--- config.mk ---
export PLATFORM = sky130hd
export DESIGN_NAME = base64_stream_decoder
export DESIGN_NICKNAME = d
export VERILOG_FILES = /design/src/rtl/core/b64d_pkg.sv /design/src/rtl/core/b64d_classify.sv /design/src/rtl/core/b64d_step.sv /design/src/rtl/core/base64_stream_decoder.sv
export SDC_FILE = /design/constraint.sdc
export NUM_CORES = 1
export LEC_CHECK = 0
export BUFFER_PORTS_ARGS = -buffer_cell sky130_fd_sc_hd__buf_4
export CAP_MARGIN = 20
export CORE_MARGIN = 2
export CORE_UTILIZATION = 50
export CTS_BUF_LIST = sky130_fd_sc_hd__clkbuf_4 sky130_fd_sc_hd__clkbuf_8 sky130_fd_sc_hd__clkbuf_16
export CTS_CLUSTER_SIZE = 40
export DETAILED_ROUTE_END_ITERATION = 10
export PLACE_DENSITY = 0.87
export RECOVER_POWER = 25
export SYNTH_ARGS = -nofsm -noshare
export SYNTH_HDL_FRONTEND = slang
export SYNTH_SLANG_ARGS = --single-unit
--- constraint.sdc ---
create_clock -name clk -period 3.5 [get_ports clk]
set_input_delay 0.525 -clock clk [delete_from_list [all_inputs] [get_ports clk]]
set_output_delay 0.525 -clock clk [all_outputs]
set_load 0.1 [all_outputs]
--- src/rtl/core/b64d_pkg.sv ---
// ----------------------------------------------------------------------------
// b64d_pkg
// Shared types and constants of the base64 stream decoder.
// ----------------------------------------------------------------------------
package b64d_pkg;

    // One input word: a character, or the mark that the source ran out.
    typedef struct packed {
        logic [7:0] char_in;
        logic       stream_end;
    } in_word_t;

    // One result word: a decoded byte and the status of the step.
    typedef struct packed {
        logic [7:0] out_byte;
        logic [1:0] status;
    } out_word_t;

    // Result status codes.
    localparam logic [1:0] ST_CONSUMED = 2'd0;
    localparam logic [1:0] ST_BYTE     = 2'd1;
    localparam logic [1:0] ST_OK       = 2'd2;
    localparam logic [1:0] ST_ERR      = 2'd3;

    // Padding mode of the decoder.
    typedef enum logic [2:0] {
        MODE_NORMAL = 3'b001,
        MODE_PAD2   = 3'b010,
        MODE_TAIL   = 3'b100
    } mode_t;

    // Character class of one input character.
    typedef struct packed {
        logic       is_ws;
        logic       is_pad;
        logic       is_sym;
        logic [5:0] sextet;
    } char_class_t;

    localparam logic [7:0] CHAR_PAD        = 8'h3D;
    localparam logic [7:0] DELIM_RESET     = 8'h3C;
    localparam logic [5:0] MASK_HI2        = 6'h30;
    localparam logic [5:0] MASK_MID4       = 6'h3C;
    localparam logic [5:0] MASK_LO4        = 6'h0F;
    localparam logic [5:0] MASK_LO2        = 6'h03;

    // Configuration register map.
    localparam int unsigned PADDR_W        = 3;
    localparam logic        REG_SEL_DELIM  = 1'b0;

endpackage

--- src/rtl/core/b64d_classify.sv ---
// ----------------------------------------------------------------------------
// b64d_classify
// Sorts a character into whitespace, pad, base64 symbol or other, and gives
// the sextet value of a symbol.
// ----------------------------------------------------------------------------
module b64d_classify (
    input  logic [7:0]           char_in,
    output b64d_pkg::char_class_t char_class
);

    logic [7:0] upper_val;
    logic [7:0] lower_val;
    logic [7:0] digit_val;

    // Offsets taken modulo 256; only the low six bits are kept.
    assign upper_val = char_in - 8'h41;
    assign lower_val = char_in - 8'h47;
    assign digit_val = char_in + 8'h04;

    always_comb
    begin
        char_class.is_ws  = (char_in == 8'h20) || ((char_in >= 8'h09) && (char_in <= 8'h0D));
        char_class.is_pad = (char_in == b64d_pkg::CHAR_PAD);
        char_class.is_sym = 1'b1;
        char_class.sextet = 6'd0;
        if ((char_in >= 8'h41) && (char_in <= 8'h5A))
        begin
            char_class.sextet = upper_val[5:0];
        end
        else if ((char_in >= 8'h61) && (char_in <= 8'h7A))
        begin
            char_class.sextet = lower_val[5:0];
        end
        else if ((char_in >= 8'h30) && (char_in <= 8'h39))
        begin
            char_class.sextet = digit_val[5:0];
        end
        else if (char_in == 8'h2B)
        begin
            char_class.sextet = 6'd62;
        end
        else if (char_in == 8'h2F)
        begin
            char_class.sextet = 6'd63;
        end
        else
        begin
            char_class.is_sym = 1'b0;
        end
    end

endmodule

--- src/rtl/core/b64d_step.sv ---
// ----------------------------------------------------------------------------
// b64d_step
// Decoder state (group phase, previous sextet, padding mode) and the
// combinational step that turns one word into one result.
// ----------------------------------------------------------------------------
module b64d_step (
    input  logic                     clk,
    input  logic                     rst_n,
    input  logic                     step_en,
    input  b64d_pkg::in_word_t       word,
    input  b64d_pkg::char_class_t    char_class,
    input  logic [7:0]               delimiter,
    output b64d_pkg::out_word_t      result
);

    logic [1:0]      phase_reg;
    logic [1:0]      phase_next;
    logic [5:0]      prev_reg;
    logic [5:0]      prev_next;
    b64d_pkg::mode_t mode_reg;
    b64d_pkg::mode_t mode_next;
    logic            is_delim;
    logic            finish;

    assign is_delim = (word.char_in == delimiter);

    always_comb
    begin
        phase_next      = phase_reg;
        prev_next       = prev_reg;
        mode_next       = mode_reg;
        finish          = 1'b0;
        result.out_byte = 8'd0;
        result.status   = b64d_pkg::ST_CONSUMED;

        if (word.stream_end)
        begin
            finish        = 1'b1;
            result.status = b64d_pkg::ST_ERR;
        end
        else
        begin
            case (mode_reg)
                b64d_pkg::MODE_PAD2:
                begin
                    if (char_class.is_pad)
                    begin
                        mode_next = b64d_pkg::MODE_TAIL;
                    end
                    else
                    begin
                        finish        = 1'b1;
                        result.status = b64d_pkg::ST_ERR;
                    end
                end
                b64d_pkg::MODE_TAIL:
                begin
                    if (is_delim)
                    begin
                        finish        = 1'b1;
                        result.status = b64d_pkg::ST_OK;
                    end
                    else if (!char_class.is_ws)
                    begin
                        finish        = 1'b1;
                        result.status = b64d_pkg::ST_ERR;
                    end
                end
                b64d_pkg::MODE_NORMAL:
                begin
                    if (is_delim)
                    begin
                        finish        = 1'b1;
                        result.status = (phase_reg == 2'd0) ? b64d_pkg::ST_OK
                                                            : b64d_pkg::ST_ERR;
                    end
                    else if (char_class.is_ws)
                    begin
                        if (phase_reg != 2'd0)
                        begin
                            finish        = 1'b1;
                            result.status = b64d_pkg::ST_ERR;
                        end
                    end
                    else if (char_class.is_pad)
                    begin
                        if ((phase_reg == 2'd2) && ((prev_reg & b64d_pkg::MASK_LO4) == 6'd0))
                        begin
                            mode_next = b64d_pkg::MODE_PAD2;
                        end
                        else if ((phase_reg == 2'd3) &&
                                 ((prev_reg & b64d_pkg::MASK_LO2) == 6'd0))
                        begin
                            mode_next = b64d_pkg::MODE_TAIL;
                        end
                        else
                        begin
                            finish        = 1'b1;
                            result.status = b64d_pkg::ST_ERR;
                        end
                    end
                    else if (!char_class.is_sym)
                    begin
                        finish        = 1'b1;
                        result.status = b64d_pkg::ST_ERR;
                    end
                    else
                    begin
                        prev_next  = char_class.sextet;
                        phase_next = phase_reg + 2'd1;
                        if (phase_reg != 2'd0)
                        begin
                            result.status = b64d_pkg::ST_BYTE;
                        end
                        case (phase_reg)
                            2'd1:
                            begin
                                result.out_byte = {prev_reg,
                                    2'((char_class.sextet & b64d_pkg::MASK_HI2) >> 4)};
                            end
                            2'd2:
                            begin
                                result.out_byte = {4'((prev_reg & b64d_pkg::MASK_LO4)),
                                    4'((char_class.sextet & b64d_pkg::MASK_MID4) >> 2)};
                            end
                            2'd3:
                            begin
                                result.out_byte = {2'((prev_reg & b64d_pkg::MASK_LO2)),
                                    char_class.sextet};
                            end
                            default:
                            begin
                                result.out_byte = 8'd0;
                            end
                        endcase
                    end
                end
                default:
                begin
                    finish        = 1'b1;
                    result.status = b64d_pkg::ST_ERR;
                end
            endcase
        end

        // Every end of a field puts the decoder back at its start.
        if (finish)
        begin
            phase_next = 2'd0;
            prev_next  = 6'd0;
            mode_next  = b64d_pkg::MODE_NORMAL;
        end
    end

    always_ff @(posedge clk or negedge rst_n)
    begin
        if (!rst_n)
        begin
            phase_reg <= 2'd0;
            prev_reg  <= 6'd0;
            mode_reg  <= b64d_pkg::MODE_NORMAL;
        end
        else if (step_en)
        begin
            phase_reg <= phase_next;
            prev_reg  <= prev_next;
            mode_reg  <= mode_next;
        end
    end

endmodule

--- src/rtl/core/base64_stream_decoder.sv ---
// ----------------------------------------------------------------------------
// base64_stream_decoder
// Streaming base64 decoder: one character word in, one result word out.
// ----------------------------------------------------------------------------
// A word accepted into the input register is decoded into the result
// register once that register is free, and leaves from there when dst_stall
// is low.
// Throughput: one word per cycle while the result side keeps up; the decode
// step is combinational logic between the input and result registers.
// Reset: rst_n clears both pipeline stages, the decoder state and sets the
// delimiter to '<'. No clearing pass is needed.
module base64_stream_decoder (
    input  logic                                 clk,
    input  logic                                 rst_n,
    // Input channel
    input  logic                                 src_valid,
    output logic                                 src_stall,
    input  b64d_pkg::in_word_t                   src_word,
    // Result channel
    output logic                                 dst_valid,
    input  logic                                 dst_stall,
    output b64d_pkg::out_word_t                  dst_word,
    // Configuration port
    input  logic                                 psel,
    input  logic                                 penable,
    input  logic                                 pwrite,
    input  logic [b64d_pkg::PADDR_W-1:0]         paddr,
    input  logic [31:0]                          pwdata,
    output logic [31:0]                          prdata,
    output logic                                 pready
);

    // Input register stage. A word sits here while the decode logic works on
    // it; it moves on when the result register is free or being drained.
    logic                s1_valid_reg;
    b64d_pkg::in_word_t  s1_word_reg;

    // Result register stage.
    logic                dst_valid_reg;
    b64d_pkg::out_word_t dst_word_reg;

    logic [7:0]            delim_reg;
    b64d_pkg::char_class_t char_class;
    b64d_pkg::out_word_t   step_result;
    logic                  out_free;
    logic                  s1_adv;
    logic                  src_take;
    logic                  cfg_write;

    // The result register can load when it is empty or its word leaves now.
    assign out_free  = !dst_valid_reg || !dst_stall;
    assign s1_adv    = s1_valid_reg && out_free;
    // The input register takes a new word whenever its current word moves on,
    // so words stream back to back while the result side keeps up.
    assign src_stall = s1_valid_reg && !out_free;
    assign src_take  = src_valid && !src_stall;

    assign dst_valid = dst_valid_reg;
    assign dst_word  = dst_word_reg;

    // Configuration: a single register, the delimiter, at byte address 0.
    assign pready    = 1'b1;
    assign cfg_write = psel && penable && pwrite && pready;
    assign prdata    = (paddr[2] == b64d_pkg::REG_SEL_DELIM) ? {24'd0, delim_reg} : 32'd0;

    always_ff @(posedge clk or negedge rst_n)
    begin
        if (!rst_n)
        begin
            delim_reg <= b64d_pkg::DELIM_RESET;
        end
        else if (cfg_write && (paddr[2] == b64d_pkg::REG_SEL_DELIM))
        begin
            delim_reg <= pwdata[7:0];
        end
    end

    // Character classification of the word in the input register.
    b64d_classify u_classify (
        .char_in    (s1_word_reg.char_in),
        .char_class (char_class)
    );

    // Decoder state and the combinational decode step. The state advances only
    // when the step's result is written into the result register.
    b64d_step u_step (
        .clk        (clk),
        .rst_n      (rst_n),
        .step_en    (s1_adv),
        .word       (s1_word_reg),
        .char_class (char_class),
        .delimiter  (delim_reg),
        .result     (step_result)
    );

    // Valid flags of both stages.
    always_ff @(posedge clk or negedge rst_n)
    begin
        if (!rst_n)
        begin
            s1_valid_reg  <= 1'b0;
            dst_valid_reg <= 1'b0;
        end
        else
        begin
            if (src_take)
            begin
                s1_valid_reg <= 1'b1;
            end
            else if (s1_adv)
            begin
                s1_valid_reg <= 1'b0;
            end

            if (s1_adv)
            begin
                dst_valid_reg <= 1'b1;
            end
            else if (!dst_stall)
            begin
                dst_valid_reg <= 1'b0;
            end
        end
    end

    // Payload registers need no reset.
    always_ff @(posedge clk)
    begin
        if (src_take)
        begin
            s1_word_reg <= src_word;
        end
        if (s1_adv)
        begin
            dst_word_reg <= step_result;
        end
    end

    // A decoded byte is nonzero only on a byte result.
    assert property (@(posedge clk) disable iff (!rst_n)
        (dst_valid && (dst_word.status != b64d_pkg::ST_BYTE)) |-> (dst_word.out_byte == 8'd0))
        else $error("nonzero byte on a result that carries no byte");

    // The end of the source always closes the field with an error.
    assert property (@(posedge clk) disable iff (!rst_n)
        (s1_adv && s1_word_reg.stream_end) |=> (dst_valid && (dst_word.status == b64d_pkg::ST_ERR)))
        else $error("stream end did not give an error result");

    // An accepted word is held in the input register on the next cycle.
    assert property (@(posedge clk) disable iff (!rst_n)
        src_take |=> s1_valid_reg)
        else $error("accepted word lost before the decode stage");

    // A result appears only after a word was in the input register.
    assert property (@(posedge clk) disable iff (!rst_n)
        $rose(dst_valid) |-> $past(s1_valid_reg))
        else $error("result word without a word in the decode stage");

endmodule
==> results_dict.tcl <==
set metrics [dict create \
    fmax_mhz 323.7 \
    path_cells "ha_1 -> nor2b_1 -> a2bb2oi_1 -> nor3_1 -> o31a_1 -> o41ai_4 -> o21ai_2 -> mux2_2" \
    grt_pass1_vias 2000 \
    worst_pin_slew_ps 1080 \
    dp_hpwl_mm 4.190 \
    rows 26 \
    cts_setup_buffers 0 \
    worst-r2r-setup-slack_ps 410 \
    synth-main-ff-cell "edfxtp_1" \
    totalWireLength_mm 5.453 \
    synth_compound_area_frac 0.1816 \
    seq_area_um2 1102 \
    crit_buf_inv 0 \
    diodes 0 \
    powerDensity_nw_per_um2 444.3 \
    slowest_delay_ps 600 \
    crit_path_top_delay_cell "edfxtp_1" \
    synth_warnings 0 \
    drt_iter0_drc 127 \
    synth_top_family_by_area "compound AO/OA/AOI/OAI gates" \
    yosysUniqueCellTypes 58 \
    worstPathRequired_ps 3680 \
    use_met3 0.04186 \
    chipWidth_um 77.88 \
    cts_max_level 2 \
    start_util 0.5276 \
    multi_input_area_um2 1445 \
    wl_per_cell_um 14.46 \
    finalCritPeriodShare 0.8827 \
    seq_area_frac_synth 0.4039 \
    vias_per_cell 5.597 \
    min_period_ps 3089 \
    dpl-instance-area_um2 3022 \
    avgSynthCellArea_um2 10.34 \
    grt_pass1_wl_mm 9.342 \
    vias 2110 \
    synth-async-reset-ratio 0.5250 \
    layout.cells.non_filler 377 \
    dp.cells 369 \
    cts-resized-gates 0 \
    n_fill_cell 421 \
    cp.arrival_ps 3270 \
    place_congestion 0.9450 \
    ys_seq_elements 40 \
    timing.rr.start "s1_word_reg[4]" \
    core-area_um2 5172 \
    tns_ps 0 \
    cts.path.max_buffers 2 \
    crit_path_end_kind "register" \
    syn_inst 264 \
    ir_drop_v 0.0002817 \
    cts_made_buffers 5 \
    use_met2 0.3233 \
    grt_remaining_overflow 0 \
    met1_usage 0.2349 \
    p_leak_nw 1.303 \
    cts_tree "built" \
    drive_gt1_frac 0.2606 \
    postCtsHoldBufs 0 \
    antenna_found_initial 0 \
    r2r_cells 8 \
    max_cap_violations 0 \
    boundaryPins 96 \
    grt_max_degree 22 \
    synth-adder-area-share 0.06419 \
    final_cell_area_um2 3105 \
    cp-start-kind "register" \
    finalSetupViolCount 0 \
    clk_latency_ps 290 \
    critPathMaxFanout 10 \
    dieHeight_um 77.88 \
    synthMuxAreaShare 0.04081 \
    grt.total_usage 0.1905 \
    syn2layout_area_growth_pct 13.80 \
    finalClockSkew_ps 7.553 \
    root_buffer "clkbuf_8" \
    final_hold_viol_count 0 \
    synth-xor-area-share 0.04172 \
    slew_headroom 0.2798 \
    hp-class "in -> async" \
    drc 0 \
    die_area_um2 6065 \
    nets 371 \
    r2r-end "u_step.phase_reg[0]" \
    criticalPathCategory "reg -> reg" \
    largest_reg_flops 10 \
    path_clk_slew_ps 70 \
    grt.busiest_layer "met2" \
    yosys.area_share.simple 0.1669 \
    synth-edff-count 19 \
    ant_nets 0 \
    cts_sinks 40 \
    slew_violations 0 \
    status "complete, no violations" \
    dr.pass1.iters 5 \
    port_buffers 44 \
    crit_family "compound AO/OA/AOI/OAI gates" \
    rsz0062_at_grt "false" \
    syn-cell-area_um2 2729 \
]
==> cells by family after synthesis <==
family	after synthesis
other	2
AND/OR/NAND/NOR	85
flip-flops	40
multiplexers	10
XOR/XNOR	13
buffers and inverters	44
AO/OA/AOI/OAI	56
adder cells (fa/ha/maj)	14
==> per-layer routing <==
metal  vias up  routed length (µm)
li1       1001                   -
met1       994                2236
met2       104                2733
met3        11                 386
met4         0                  97
met5         -                   0
==> cell usage after synthesis, types with 4 or more instances <==
cell / number / area share
ha_1: 14 / 0.064
inv_1: 9 / 0.012
edfxtp_1: 19 / 0.21
buf_4: 26 / 0.072
dfrtp_1: 16 / 0.15
nand3_1: 8 / 0.015
xnor2_1: 12 / 0.039
a22o_1: 7 / 0.022
mux2_2: 9 / 0.037
buf_2: 4 / 0.0073
dfstp_2: 5 / 0.048
nor2_1: 22 / 0.030
nand2b_1: 9 / 0.021
a21oi_1: 9 / 0.017
nand2_1: 12 / 0.017
a222oi_1: 8 / 0.029
or3_1: 4 / 0.0092
nor2b_1: 10 / 0.023
==> layout make-up <==
type,count,share of cell area
multi-input combinational,203,0.4654
sequential,40,0.3550
timing repair buffer,47,0.1124
tap,70,0.02820
clock buffer,6,0.02458
inverter,9,0.01088
clock inverter,2,0.003626
==> metrics by stage <==
stage / setup slack (ps) / hold slack, ps / util / total power [mW]
after floorplan: 691.8 / 229.4 / - / 1.015
after global placement: 511.9 / 416.2 / 0.5842 / 1.079
after detailed placement: 446.1 / 422.1 / 0.5842 / 1.089
after CTS: 406.7 / 99.41 / 0.6011 / 1.389
after global routing: 152.3 / 393.6 / 0.6004 / 1.440
final: 410.6 / 402.6 / 0.6004 / 1.380
==> worst max path at each step <==
stage	start	to	slack (ps)	cells past startpoint
CTS	s1_word_reg[4]	u_step.phase_reg[0]	410	8
finish	s1_word_reg[4]	u_step.phase_reg[0]	410	8
global route	s1_word_reg[4]	u_step.phase_reg[0]	150	8
detailed placement	s1_word_reg[4]	u_step.phase_reg[0]	450	8
floorplan	s1_word_reg[3]	u_step.phase_reg[0]	690	10
global placement	s1_word_reg[4]	u_step.phase_reg[0]	510	8
==> worst reg2reg max path, cell delays in order (launching register included) <==
cell and delay, ps:
edfxtp_1 600, ha_1 410, nor2b_1 200, a2bb2oi_1 230, nor3_1 160, o31a_1 330
o41ai_4 540, o21ai_2 190, mux2_2 310
==> report_power, final <==
group / switching [mW] / total [mW] / leakage [nW] / internal (mW)
Sequential: 0.0375 / 0.579 / 0.444 / 0.541
Combinational: 0.378 / 0.503 / 0.817 / 0.125
Clock: 0.153 / 0.298 / 0.0423 / 0.146
Total: 0.568 / 1.38 / 1.30 / 0.812
==> cells in the final DEF (no fill, tap or decap), types with 3 or more instances in the layout <==
cell type,n
nand2_1,12
nand2b_1,9
a22o_1,7
clkbuf_4,5
xnor2_1,12
inv_1,9
mux2_2,9
nor3b_1,3
nor2b_1,10
clkbuf_8,5
dfrtp_1,16
conb_1,25
a211oi_1,3
a21oi_1,9
dfstp_2,5
a222oi_1,8
or3_1,4
ha_1,14
nand3_1,8
buf_4,42
edfxtp_1,19
nor2_1,22
(Power assumes the default switching activity.)
